--- src/sv/hba_pkg.sv ---
package hba_pkg;

  localparam int DEF_MAX_BLOCKS = 64;
  localparam int DEF_ADDR_BITS  = 20;

  localparam int REQ_W  = 20;
  localparam int OFF_W  = 20;
  localparam int STAT_W = 2;
  localparam int MRG_W  = 2;
  localparam int POL_W  = 2;
  localparam int LIM_W  = 21;
  localparam int HDR_W  = 7;
  localparam int CFGI_W = 2;
  localparam int CFGD_W = 21;
  localparam int IN_TDATA_W  = 40;
  localparam int OUT_TDATA_W = 32;

  localparam logic CMD_ALLOC   = 1'b0;
  localparam logic CMD_RELEASE = 1'b1;

  localparam logic [STAT_W-1:0] ST_OK      = 2'd0;
  localparam logic [STAT_W-1:0] ST_ZERO    = 2'd1;
  localparam logic [STAT_W-1:0] ST_NOSPACE = 2'd2;
  localparam logic [STAT_W-1:0] ST_BADREL  = 2'd3;

  localparam logic [POL_W-1:0] POL_FIRST = 2'd0;
  localparam logic [POL_W-1:0] POL_BEST  = 2'd1;
  localparam logic [POL_W-1:0] POL_WORST = 2'd2;
  localparam logic [POL_W-1:0] POL_NEXT  = 2'd3;

  localparam logic [CFGI_W-1:0] CFG_FIT    = 2'd0;
  localparam logic [CFGI_W-1:0] CFG_LIMIT  = 2'd1;
  localparam logic [CFGI_W-1:0] CFG_HEADER = 2'd2;

  localparam logic [LIM_W-1:0] LIMIT_RST = 21'd1048576;
  localparam logic [HDR_W-1:0] HDR_RST   = 7'd24;

  typedef struct packed {
    logic load;
    logic scan;
    logic plan;
    logic shift;
    logic wr1;
    logic wr2;
    logic emit;
  } hba_cmd_t;

  typedef struct packed {
    logic scan_empty;
    logic scan_last;
    logic sh_go;
    logic sh_last;
  } hba_stat_t;

endpackage

--- src/sv/hba_ctrl.sv ---
module hba_ctrl (
  input  logic               clk,
  input  logic               rst_n,
  input  logic               in_tvalid,
  output logic               in_tready,
  output logic               out_tvalid,
  input  logic               out_tready,
  input  hba_pkg::hba_stat_t stat,
  output hba_pkg::hba_cmd_t  cmd
);
  import hba_pkg::*;

  typedef enum logic [3:0] {
    S_IDLE, S_SCAN, S_DRAIN, S_PLAN, S_SHIFT, S_SDRAIN, S_WR1, S_WR2, S_FINISH
  } state_t;

  state_t state_r, state_nxt;
  logic   out_valid_r, out_valid_nxt;

  assign in_tready  = (state_r == S_IDLE);
  assign out_tvalid = out_valid_r;

  always_comb begin
    state_nxt     = state_r;
    out_valid_nxt = out_valid_r;
    cmd           = '0;
    if (out_valid_r && out_tready) begin
      out_valid_nxt = 1'b0;
    end
    unique case (state_r)
      S_IDLE: begin
        if (in_tvalid) begin
          cmd.load  = 1'b1;
          state_nxt = S_SCAN;
        end
      end
      S_SCAN: begin
        if (stat.scan_empty) begin
          state_nxt = S_DRAIN;
        end else begin
          cmd.scan = 1'b1;
          if (stat.scan_last) state_nxt = S_DRAIN;
        end
      end
      S_DRAIN: state_nxt = S_PLAN;
      S_PLAN: begin
        cmd.plan  = 1'b1;
        state_nxt = stat.sh_go ? S_SHIFT : S_WR1;
      end
      S_SHIFT: begin
        cmd.shift = 1'b1;
        if (stat.sh_last) state_nxt = S_SDRAIN;
      end
      S_SDRAIN: state_nxt = S_WR1;
      S_WR1: begin
        cmd.wr1   = 1'b1;
        state_nxt = S_WR2;
      end
      S_WR2: begin
        cmd.wr2   = 1'b1;
        state_nxt = S_FINISH;
      end
      S_FINISH: begin
        // hold until the output register is free
        if (!out_valid_r || out_tready) begin
          cmd.emit      = 1'b1;
          out_valid_nxt = 1'b1;
          state_nxt     = S_IDLE;
        end
      end
      default: state_nxt = S_IDLE;
    endcase
  end

  always_ff @(posedge clk) begin
    if (!rst_n) begin
      state_r     <= S_IDLE;
      out_valid_r <= 1'b0;
    end else begin
      state_r     <= state_nxt;
      out_valid_r <= out_valid_nxt;
    end
  end

endmodule

--- src/sv/hba_datapath.sv ---
module hba_datapath #(
  parameter int MAX_BLOCKS = hba_pkg::DEF_MAX_BLOCKS,
  parameter int ADDR_BITS  = hba_pkg::DEF_ADDR_BITS
) (
  input  logic                       clk,
  input  logic                       rst_n,
  input  logic                       in_command,
  input  logic [hba_pkg::REQ_W-1:0]  in_request_size,
  input  logic [hba_pkg::OFF_W-1:0]  in_block_offset,
  input  logic                       cfg_we,
  input  logic [hba_pkg::CFGI_W-1:0] cfg_index,
  input  logic [hba_pkg::CFGD_W-1:0] cfg_data,
  input  hba_pkg::hba_cmd_t          cmd,
  output hba_pkg::hba_stat_t         stat,
  output logic [hba_pkg::STAT_W-1:0] out_status,
  output logic [hba_pkg::OFF_W-1:0]  out_data_offset,
  output logic                       out_reused,
  output logic                       out_split_done,
  output logic [hba_pkg::MRG_W-1:0]  out_merges
);
  import hba_pkg::*;

  localparam int IW = (MAX_BLOCKS > 1) ? $clog2(MAX_BLOCKS) : 1;
  localparam int CW = $clog2(MAX_BLOCKS + 1);
  localparam int XW = CW + 1;
  localparam int SW = ((ADDR_BITS > OFF_W) ? ADDR_BITS : OFF_W) + 2;
  localparam logic [SW-1:0] CAP = SW'(1) << ADDR_BITS;

  typedef struct packed {
    logic [SW-1:0] data;
    logic [SW-1:0] size;
    logic          free;
  } ent_t;

  ent_t mem [MAX_BLOCKS];
  ent_t rd_q;

  // configuration
  logic [POL_W-1:0] pol_r;
  logic [LIM_W-1:0] lim_r;
  logic [HDR_W-1:0] hdr_r;

  always_ff @(posedge clk) begin
    if (!rst_n) begin
      pol_r <= POL_FIRST;
      lim_r <= LIMIT_RST;
      hdr_r <= HDR_RST;
    end else if (cfg_we) begin
      unique case (cfg_index)
        CFG_FIT:    pol_r <= cfg_data[POL_W-1:0];
        CFG_LIMIT:  lim_r <= cfg_data[LIM_W-1:0];
        CFG_HEADER: hdr_r <= cfg_data[HDR_W-1:0];
        default: ;
      endcase
    end
  end

  // heap state
  logic [CW-1:0] count_r;
  logic [SW-1:0] top_r;
  logic          nf_valid_r;
  logic [IW-1:0] nf_pos_r;

  // request
  logic          op_r;
  logic [SW-1:0] need_r, tgt_r;
  logic [REQ_W:0] req_up;
  assign req_up = {1'b0, in_request_size} + (REQ_W+1)'(3);

  // scan
  logic [IW-1:0] ptr_r, ridx_r, start_sel;
  logic [CW-1:0] k_r;
  logic          rv_r;

  assign start_sel = (in_command == CMD_ALLOC && pol_r == POL_NEXT && nf_valid_r &&
                      CW'(nf_pos_r) < count_r) ? nf_pos_r : '0;
  assign stat.scan_empty = (count_r == '0);
  assign stat.scan_last  = (k_r + CW'(1) >= count_r);

  // search trackers
  logic          have_r, hit_r, hfree_r, grab_r, pexist_r, pfree_r, nexist_r, nfree_r, lfree_r;
  logic [IW-1:0] win_r, hidx_r;
  logic [SW-1:0] wdata_r, wsize_r, wrem_r, hsize_r, pdata_r, psize_r, nsize_r;
  logic [SW-1:0] ldata_r, lsize_r;
  logic          fit;
  logic [SW-1:0] rem;

  assign fit = rd_q.free && (rd_q.size >= need_r);
  assign rem = rd_q.size - need_r;

  always_ff @(posedge clk) begin
    if (!rst_n) begin
      rv_r <= 1'b0;
    end else begin
      rv_r <= cmd.scan;
    end
    ridx_r <= ptr_r;
    if (cmd.load) begin
      op_r   <= in_command;
      need_r <= SW'({req_up[REQ_W:2], 2'b00});
      tgt_r  <= SW'(in_block_offset);
      ptr_r  <= start_sel;
      k_r    <= '0;
      have_r <= 1'b0;
      hit_r  <= 1'b0;
      grab_r <= 1'b0;
      nexist_r <= 1'b0;
    end else if (cmd.scan) begin
      ptr_r <= (CW'(ptr_r) + CW'(1) == count_r) ? '0 : ptr_r + IW'(1);
      k_r   <= k_r + CW'(1);
    end
    if (rv_r) begin
      if (op_r == CMD_ALLOC) begin
        if (fit && (!have_r || (pol_r == POL_BEST && rem < wrem_r) ||
                    (pol_r == POL_WORST && rem > wrem_r))) begin
          have_r  <= 1'b1;
          win_r   <= ridx_r;
          wdata_r <= rd_q.data;
          wsize_r <= rd_q.size;
          wrem_r  <= rem;
        end
      end else begin
        if (!hit_r && rd_q.data == tgt_r) begin
          hit_r    <= 1'b1;
          hidx_r   <= ridx_r;
          hsize_r  <= rd_q.size;
          hfree_r  <= rd_q.free;
          pexist_r <= (ridx_r != '0);
          pdata_r  <= ldata_r;
          psize_r  <= lsize_r;
          pfree_r  <= lfree_r;
          grab_r   <= 1'b1;
        end else if (grab_r) begin
          grab_r   <= 1'b0;
          nexist_r <= 1'b1;
          nsize_r  <= rd_q.size;
          nfree_r  <= rd_q.free;
        end
      end
      ldata_r <= rd_q.data;
      lsize_r <= rd_q.size;
      lfree_r <= rd_q.free;
    end
  end

  // plan: decide the outcome and the table edits
  logic [SW-1:0] hdr_x, lim_x, grow_top;
  logic          split_ok, full, nx, pv;
  logic [1:0]    mcnt;
  logic [IW-1:0] base;
  logic [SW-1:0] newsize;
  logic [XW-1:0] first_dn;
  logic [IW-1:0] p1, p2;

  logic [STAT_W-1:0] p_status;
  logic [SW-1:0]     p_off;
  logic              p_reused, p_split;
  logic [1:0]        p_merges;
  logic              p_wr1_v, p_wr2_v, p_go, p_up;
  logic [IW-1:0]     p_wr1_a, p_wr2_a, p_sh_start, p_sh_end;
  ent_t              p_wr1_e, p_wr2_e;
  logic [CW-1:0]     p_count;
  logic [SW-1:0]     p_top;
  logic              p_nf_valid;
  logic [IW-1:0]     p_nf_pos;

  assign stat.sh_go = p_go;

  always_comb begin
    hdr_x    = SW'(hdr_r);
    lim_x    = (SW'(lim_r) < CAP) ? SW'(lim_r) : CAP;
    grow_top = top_r + hdr_x + need_r;
    full     = (count_r == CW'(MAX_BLOCKS));
    split_ok = (wsize_r - need_r > hdr_x + SW'(4)) && !full;
    nx       = nexist_r && nfree_r;
    pv       = pexist_r && pfree_r;
    mcnt     = {1'b0, nx} + {1'b0, pv};
    base     = pv ? hidx_r - IW'(1) : hidx_r;
    newsize  = (pv ? psize_r + hdr_x : '0) + hsize_r + (nx ? nsize_r + hdr_x : '0);
    first_dn = XW'(base) + XW'(1) + XW'(mcnt);
    p1 = (nx && XW'(nf_pos_r) >= XW'(hidx_r) + XW'(1)) ? nf_pos_r - IW'(1) : nf_pos_r;
    p2 = (pv && p1 >= hidx_r) ? p1 - IW'(1) : p1;

    p_status   = ST_OK;
    p_off      = '0;
    p_reused   = 1'b0;
    p_split    = 1'b0;
    p_merges   = '0;
    p_wr1_v    = 1'b0;
    p_wr1_a    = '0;
    p_wr1_e    = '0;
    p_wr2_v    = 1'b0;
    p_wr2_a    = '0;
    p_wr2_e    = '0;
    p_go       = 1'b0;
    p_up       = 1'b0;
    p_sh_start = '0;
    p_sh_end   = '0;
    p_count    = count_r;
    p_top      = top_r;
    p_nf_valid = nf_valid_r;
    p_nf_pos   = nf_pos_r;

    if (op_r == CMD_ALLOC) begin
      if (need_r == '0) begin
        p_status = ST_ZERO;
      end else begin
        p_nf_valid = have_r;
        p_nf_pos   = have_r ? win_r : '0;
        if (have_r) begin
          p_reused = 1'b1;
          p_off    = wdata_r;
          p_wr1_v  = 1'b1;
          if (split_ok) begin
            p_split    = 1'b1;
            p_count    = count_r + CW'(1);
            p_up       = 1'b1;
            p_go       = (XW'(count_r) >= XW'(win_r) + XW'(2));
            p_sh_start = IW'(count_r - CW'(1));
            p_sh_end   = win_r + IW'(1);
            p_wr1_a    = win_r + IW'(1);
            p_wr1_e    = '{data: wdata_r + need_r + hdr_x,
                           size: wsize_r - need_r - hdr_x, free: 1'b1};
            p_wr2_v    = 1'b1;
            p_wr2_a    = win_r;
            p_wr2_e    = '{data: wdata_r, size: need_r, free: 1'b0};
          end else begin
            p_wr1_a = win_r;
            p_wr1_e = '{data: wdata_r, size: wsize_r, free: 1'b0};
          end
        end else if (full || grow_top > lim_x) begin
          p_status = ST_NOSPACE;
        end else begin
          p_off   = top_r + hdr_x;
          p_wr1_v = 1'b1;
          p_wr1_a = IW'(count_r);
          p_wr1_e = '{data: top_r + hdr_x, size: need_r, free: 1'b0};
          p_count = count_r + CW'(1);
          p_top   = grow_top;
        end
      end
    end else if (!hit_r || hfree_r) begin
      p_status = ST_BADREL;
    end else begin
      p_merges   = mcnt;
      p_wr1_v    = 1'b1;
      p_wr1_a    = base;
      p_wr1_e    = '{data: pv ? pdata_r : tgt_r, size: newsize, free: 1'b1};
      p_count    = count_r - CW'(mcnt);
      p_go       = (mcnt != '0) && (first_dn < XW'(count_r));
      p_sh_start = IW'(first_dn);
      p_sh_end   = IW'(count_r - CW'(1));
      if (nf_valid_r) p_nf_pos = p2;
    end
  end

  logic [STAT_W-1:0] r_status;
  logic [SW-1:0]     r_off;
  logic              r_reused, r_split;
  logic [1:0]        r_merges;
  logic              wr1_v_r, wr2_v_r, sh_up_r;
  logic [IW-1:0]     wr1_a_r, wr2_a_r, sh_ptr_r, sh_end_r;
  ent_t              wr1_e_r, wr2_e_r;
  logic [1:0]        sh_d_r;

  always_ff @(posedge clk) begin
    if (!rst_n) begin
      count_r    <= '0;
      top_r      <= '0;
      nf_valid_r <= 1'b0;
      nf_pos_r   <= '0;
    end else if (cmd.plan) begin
      count_r    <= p_count;
      top_r      <= p_top;
      nf_valid_r <= p_nf_valid;
      nf_pos_r   <= p_nf_pos;
    end
    if (cmd.plan) begin
      r_status <= p_status;
      r_off    <= p_off;
      r_reused <= p_reused;
      r_split  <= p_split;
      r_merges <= p_merges;
      wr1_v_r  <= p_wr1_v;
      wr1_a_r  <= p_wr1_a;
      wr1_e_r  <= p_wr1_e;
      wr2_v_r  <= p_wr2_v;
      wr2_a_r  <= p_wr2_a;
      wr2_e_r  <= p_wr2_e;
      sh_up_r  <= p_up;
      sh_d_r   <= p_up ? 2'd1 : mcnt;
      sh_ptr_r <= p_sh_start;
      sh_end_r <= p_sh_end;
    end else if (cmd.shift) begin
      sh_ptr_r <= sh_up_r ? sh_ptr_r - IW'(1) : sh_ptr_r + IW'(1);
    end
  end

  assign stat.sh_last = (sh_ptr_r == sh_end_r);

  // shift engine: read one entry a cycle, write it one place up (split) or one or two places down (merge) the next
  logic          sv_r;
  logic [IW-1:0] sidx_r, sh_wa;

  always_ff @(posedge clk) begin
    if (!rst_n) begin
      sv_r <= 1'b0;
    end else begin
      sv_r <= cmd.shift;
    end
    sidx_r <= sh_ptr_r;
  end

  assign sh_wa = sh_up_r ? sidx_r + IW'(1) : sidx_r - IW'(sh_d_r);

  // table memory
  logic          we;
  logic [IW-1:0] wa, ra;
  ent_t          wd;

  always_comb begin
    we = 1'b0;
    wa = sh_wa;
    wd = rd_q;
    if (sv_r) begin
      we = 1'b1;
    end else if (cmd.wr1 && wr1_v_r) begin
      we = 1'b1;
      wa = wr1_a_r;
      wd = wr1_e_r;
    end else if (cmd.wr2 && wr2_v_r) begin
      we = 1'b1;
      wa = wr2_a_r;
      wd = wr2_e_r;
    end
    ra = cmd.shift ? sh_ptr_r : ptr_r;
  end

  always_ff @(posedge clk) begin
    if (we) mem[wa] <= wd;
    rd_q <= mem[ra];
  end

  // output register
  always_ff @(posedge clk) begin
    if (cmd.emit) begin
      out_status      <= r_status;
      out_data_offset <= r_off[OFF_W-1:0];
      out_reused      <= r_reused;
      out_split_done  <= r_split;
      out_merges      <= r_merges;
    end
  end

`ifndef SYNTHESIS
  a_count_max: assert property (@(posedge clk) disable iff (!rst_n)
    count_r <= CW'(MAX_BLOCKS))
    else $error("block count above table depth");

  a_top_cap: assert property (@(posedge clk) disable iff (!rst_n)
    top_r <= CAP)
    else $error("heap top beyond address space");

  a_shift_in_table: assert property (@(posedge clk) disable iff (!rst_n)
    sv_r |-> (XW'(sh_wa) < XW'(count_r)))
    else $error("shift write outside occupied table");

  a_plan_edit: assert property (@(posedge clk) disable iff (!rst_n)
    cmd.plan && p_go |-> p_wr1_v)
    else $error("table shift planned without entry update");
`endif

endmodule

--- src/sv/heap_block_allocator_unit.sv ---
// Heap block allocator. Each input transfer is an allocate (in_tuser = 0) or a release
// (in_tuser = 1); each gives exactly one result transfer. The block table is a single
// memory with one read and one write port, so each item is a full scan of the N blocks in
// the table (one entry per cycle), a shift of entries for a split or a merge when entries
// move, and the steps to accept, drain, plan, update and hand off the result. Configuration
// (fit policy, heap limit, header size) is written through cfg_we/cfg_index/cfg_data.
// A finished result waits in the output register while the next item is taken; a result
// still held there when the next one is ready stalls the block until it is taken.
module heap_block_allocator_unit #(
  parameter int MAX_BLOCKS = hba_pkg::DEF_MAX_BLOCKS,
  parameter int ADDR_BITS  = hba_pkg::DEF_ADDR_BITS
) (
  input  logic                            clk,
  input  logic                            rst_n,
  input  logic                            in_tvalid,
  output logic                            in_tready,
  // request_size [19:0], block_offset [39:20]
  input  logic [hba_pkg::IN_TDATA_W-1:0]  in_tdata,
  // command [0]
  input  logic                            in_tuser,
  output logic                            out_tvalid,
  input  logic                            out_tready,
  // status [1:0], data_offset [21:2], reused [22], split_done [23], merges [25:24]
  output logic [hba_pkg::OUT_TDATA_W-1:0] out_tdata,
  input  logic                            cfg_we,
  input  logic [hba_pkg::CFGI_W-1:0]      cfg_index,
  input  logic [hba_pkg::CFGD_W-1:0]      cfg_data
);
  import hba_pkg::*;

  hba_cmd_t          cmd;
  hba_stat_t         stat;
  logic [STAT_W-1:0] o_status;
  logic [OFF_W-1:0]  o_offset;
  logic              o_reused, o_split;
  logic [MRG_W-1:0]  o_merges;

  hba_ctrl u_ctrl (
    .clk        (clk),
    .rst_n      (rst_n),
    .in_tvalid  (in_tvalid),
    .in_tready  (in_tready),
    .out_tvalid (out_tvalid),
    .out_tready (out_tready),
    .stat       (stat),
    .cmd        (cmd)
  );

  hba_datapath #(
    .MAX_BLOCKS (MAX_BLOCKS),
    .ADDR_BITS  (ADDR_BITS)
  ) u_dp (
    .clk             (clk),
    .rst_n           (rst_n),
    .in_command      (in_tuser),
    .in_request_size (in_tdata[REQ_W-1:0]),
    .in_block_offset (in_tdata[REQ_W+OFF_W-1:REQ_W]),
    .cfg_we          (cfg_we),
    .cfg_index       (cfg_index),
    .cfg_data        (cfg_data),
    .cmd             (cmd),
    .stat            (stat),
    .out_status      (o_status),
    .out_data_offset (o_offset),
    .out_reused      (o_reused),
    .out_split_done  (o_split),
    .out_merges      (o_merges)
  );

  assign out_tdata = {6'b0, o_merges, o_split, o_reused, o_offset, o_status};

endmodule
--- config.mk ---
export PLATFORM = sky130hd
export DESIGN_NAME = heap_block_allocator_unit
export DESIGN_NICKNAME = d
export VERILOG_FILES = /design/src/sv/hba_pkg.sv /design/src/sv/hba_ctrl.sv /design/src/sv/hba_datapath.sv /design/src/sv/heap_block_allocator_unit.sv
export SDC_FILE = /design/constraint.sdc
export NUM_CORES = 2
export LEC_CHECK = 0
export BUFFER_PORTS_ARGS = -buffer_cell sky130_fd_sc_hd__buf_2
export CORE_ASPECT_RATIO = 1.25
export CORE_MARGIN = 4
export CORE_UTILIZATION = 45
export DETAILED_ROUTE_END_ITERATION = 7
export HOLD_SLACK_MARGIN = 0.05
export SLEW_MARGIN = 15
export SYNTH_ARGS = -nofsm -noshare
export SYNTH_HDL_FRONTEND = slang
export SYNTH_SLANG_ARGS = --single-unit
--- constraint.sdc ---
create_clock -name clk -period 8.65 [get_ports clk]
set_input_delay 1.73 -clock clk [delete_from_list [all_inputs] [get_ports clk]]
set_output_delay 1.73 -clock clk [all_outputs]
set_load 0.01 [all_outputs]
==> impl_metrics.toml <==
[final_layout]
final_cells = 13000
fill_cells = 25400
fin_util_pct = 51.2
multi_input_area_mm2 = 0.0401
drive_gt1_share_pct = 19.5
areaGrowthSynthToFinish_pct = 13.1
seq_area_mm2 = 0.102
nets = 8881

[clocking]
clk_latency_ns = 0.91
post_cts_buffers = 0
clockRootBuffer = "clkbuf_16"
cts_tree = "done"
cts.htree.levels = 5
postCtsResizedCells = 0
clk_pin_slew_worst_paths_ns = 0.07
cts.sinks = 3445
cts_buffers = 340
clockBufferDepth = 4
hold_buffers = 0

[synthesis]
synth_edf_count = 3304
avgSynthCellArea_um2 = 17.4
synthTopCellsByArea = "edfxtp_1 69%, mux4_2 11%, ha_1 2.3%"
yosys_warnings = 0
ys_types = 88
synth_cells = 8256
synth_top_cell_by_area = "edfxtp_1"
ys_async_sr_fraction_pct = 0
yosysMostFrequentCell = "edfxtp_1"
yosys-top-cells-count = "3,304 x edfxtp_1, 720 x mux4_2, 719 x nand2_1, 293 x clkbuf_1, 288 x a21oi_1"
synth-seq-cells = 3445
synth_top_cell_area_share_pct = 69.1
syn_area_mm2 = 0.143
synth_ff_type = "edfxtp_1"
synth_seq_area_share_pct = 71.1

[critical_path]
cp.required_ns = 9.35
start_kind = "register"
crit_type = "register to register"
cp_slowest_stage_delay_ns = 0.43
cp_common_cell = "a21oi_1"
crit_family = "compound AO/OA/AOI/OAI gates"
slowest_stage = "o32ai_1"
path_buf_inv = 1
setup.worst_path.end_class = "register"
critPathMaxFanout = 23
crit_arrival_ns = 8.40

[global_route]
antenna_found_initial = 12
first_global_vias = 80000
grt_util_all_layers_pct = 24.0
overflow = 0
grt_first_pass_wirelength_um = 576000
grt_max_degree = 107

[floorplan]
fp.dieH_um = 639
io_pins = 103
rows = 231
dieWidth_um = 513
initial_core_util_pct = 45.3
die_area_mm2 = 0.328
fp.coreArea_mm2 = 0.317

[power]
ir_worst_vdd_v = 0.000179
leakage_uw = 0.0531
power.density_mw_per_mm2 = 280

[sta]
post-route-min-period_ns = 7.70
clock.fmax_mhz = 130
rsz0062_at_grt = "no"
worst_pin_slew_ns = 1.28
drv_slew = 0
finalCritPeriodShare_pct = 89.0
timing.hold.ws_ns = 0.409
final-hold-violation-count = 0
skew_ns = 0.0669
setup_tns_ns = 0
relSlewSlack_pct = 14.5
setup-violations-final = 0
worst_slack_ns = 0.951

[status]
status = "finished clean"

[run]
max_cap_viol_count = 0

[drt]
drt_first_pass_iters = 8
wl_per_cell_um = 30.8
vias = 78500
finalWirelength_um = 399000
vias_per_cell = 6.05
drt-initial-drc-count = 8155
drtAntennaViolNets = 0
drc = 0

[placed_design]
dp_slack_ns = 1.11
dp.cells = 12400
gp_congestion = 0.925
hpwl_um = 242000
port-buffer-count = 96

[hold_path]
hp-class = "register to register"
worst register-to-register path: cells and delay by family, from the launching register on:
kind	cells	cell delay (ns)
simple gates	4	0.57
buf+inv	1	0.32
fa+ha+maj	4	1.34
xor+xnor	2	0.46
flops	1	0.41
compound gates	19	4.41
cells in the final DEF, fill, tap and decap left out, types with 89 or more instances in the layout:
cell,synthesis,final
clkbuf_16,0,349
a311oi_1,93,93
xor2_1,89,89
nor2_1,287,220
a211oi_1,265,265
xnor2_1,171,171
a31oi_1,152,111
buf_2,97,96
ha_1,263,263
edfxtp_1,3304,3304
dfxtp_1,141,140
a21oi_1,288,287
and2_1,196,196
o21ai_0,121,119
nand2_1,719,718
inv_1,231,229
nand3_1,92,92
buf_4,13,212
mux4_2,720,720
area by class of cell:
class	count	share of cell area (%)
sequential	3445	62.9
multi-input combinational	4153	24.7
clock buffer	420	5.64
tap	4194	3.23
timing repair buffer	335	1.61
clock inverter	193	1.41
inverter	235	0.548
antenna	1	0.00154
where the power goes:
part | internal (uW) | switching [uW]
Combinational | 2900 | 6230
Clock | 8920 | 6370
Sequential | 20700 | 346
state kept, by name, indices dropped and copies added, names as in the netlist, 21 cells and up:
name          cells
u_dp.mem       2880
u_dp.rd_q        45
u_dp.wr1_e_r     45
u_dp.wr2_e_r     41
u_dp.hsize_r     22
u_dp.ldata_r     22
u_dp.lsize_r     22
u_dp.nsize_r     22
u_dp.pdata_r     22
u_dp.psize_r     22
u_dp.top_r       22
u_dp.wdata_r     22
u_dp.wrem_r      22
u_dp.lim_r       21
logic make-up (layout without fill, tap and decap cells):
family / count (synthesis) / in the layout / share of synthesized area, %
AO/OA/AOI/OAI: 1213 / 1213 / 5.66
XOR/XNOR: 261 / 261 / 1.60
adder cells (fa/ha/maj): 302 / 302 / 2.84
buffers and inverters: 663 / 1183 / 1.86
flip-flops: 3445 / 3445 / 71.1
multiplexers: 797 / 797 / 11.8
other: 1 / 7 / 0.00261
AND/OR/NAND/NOR: 1574 / 1574 / 5.07
through the flow:
stage	cell area [um2]	total power (uW)
5_1_grt	162000	47200
3_3_place_gp	151000	30300
6_report	162000	45500
4_1_cts	162000	45800
2_1_floorplan	144000	27000
3_5_place_dp	151000	30600
layer usage:
metal  part of all wire, %  vias to the layer above  global-route usage (%)
met5                0.0025                        -                       0
li1                      -                    33400                       -
met4                   4.1                        2                    9.04
met1                    39                    41700                    31.1
met2                    51                     2875                    41.4
met3                   6.1                      595                    3.53
worst paths after layout:
kind,from,endpoint,slack (ns),depth (start not counted)
max reg2reg,u_dp.hdr_r[0]$_SDFFE_PN0P_,u_dp.wr1_e_r[31]$_DFFE_PP_,0.95,30
min reg2reg,u_dp.lsize_r[3]$_DFFE_PP_,u_dp.psize_r[3]$_DFFE_PP_,0.41,0
max,u_dp.hdr_r[0]$_SDFFE_PN0P_,u_dp.wr1_e_r[31]$_DFFE_PP_,0.95,30
min,u_dp.lsize_r[3]$_DFFE_PP_,u_dp.psize_r[3]$_DFFE_PP_,0.41,0
Power figures use the tool's default switching activity.
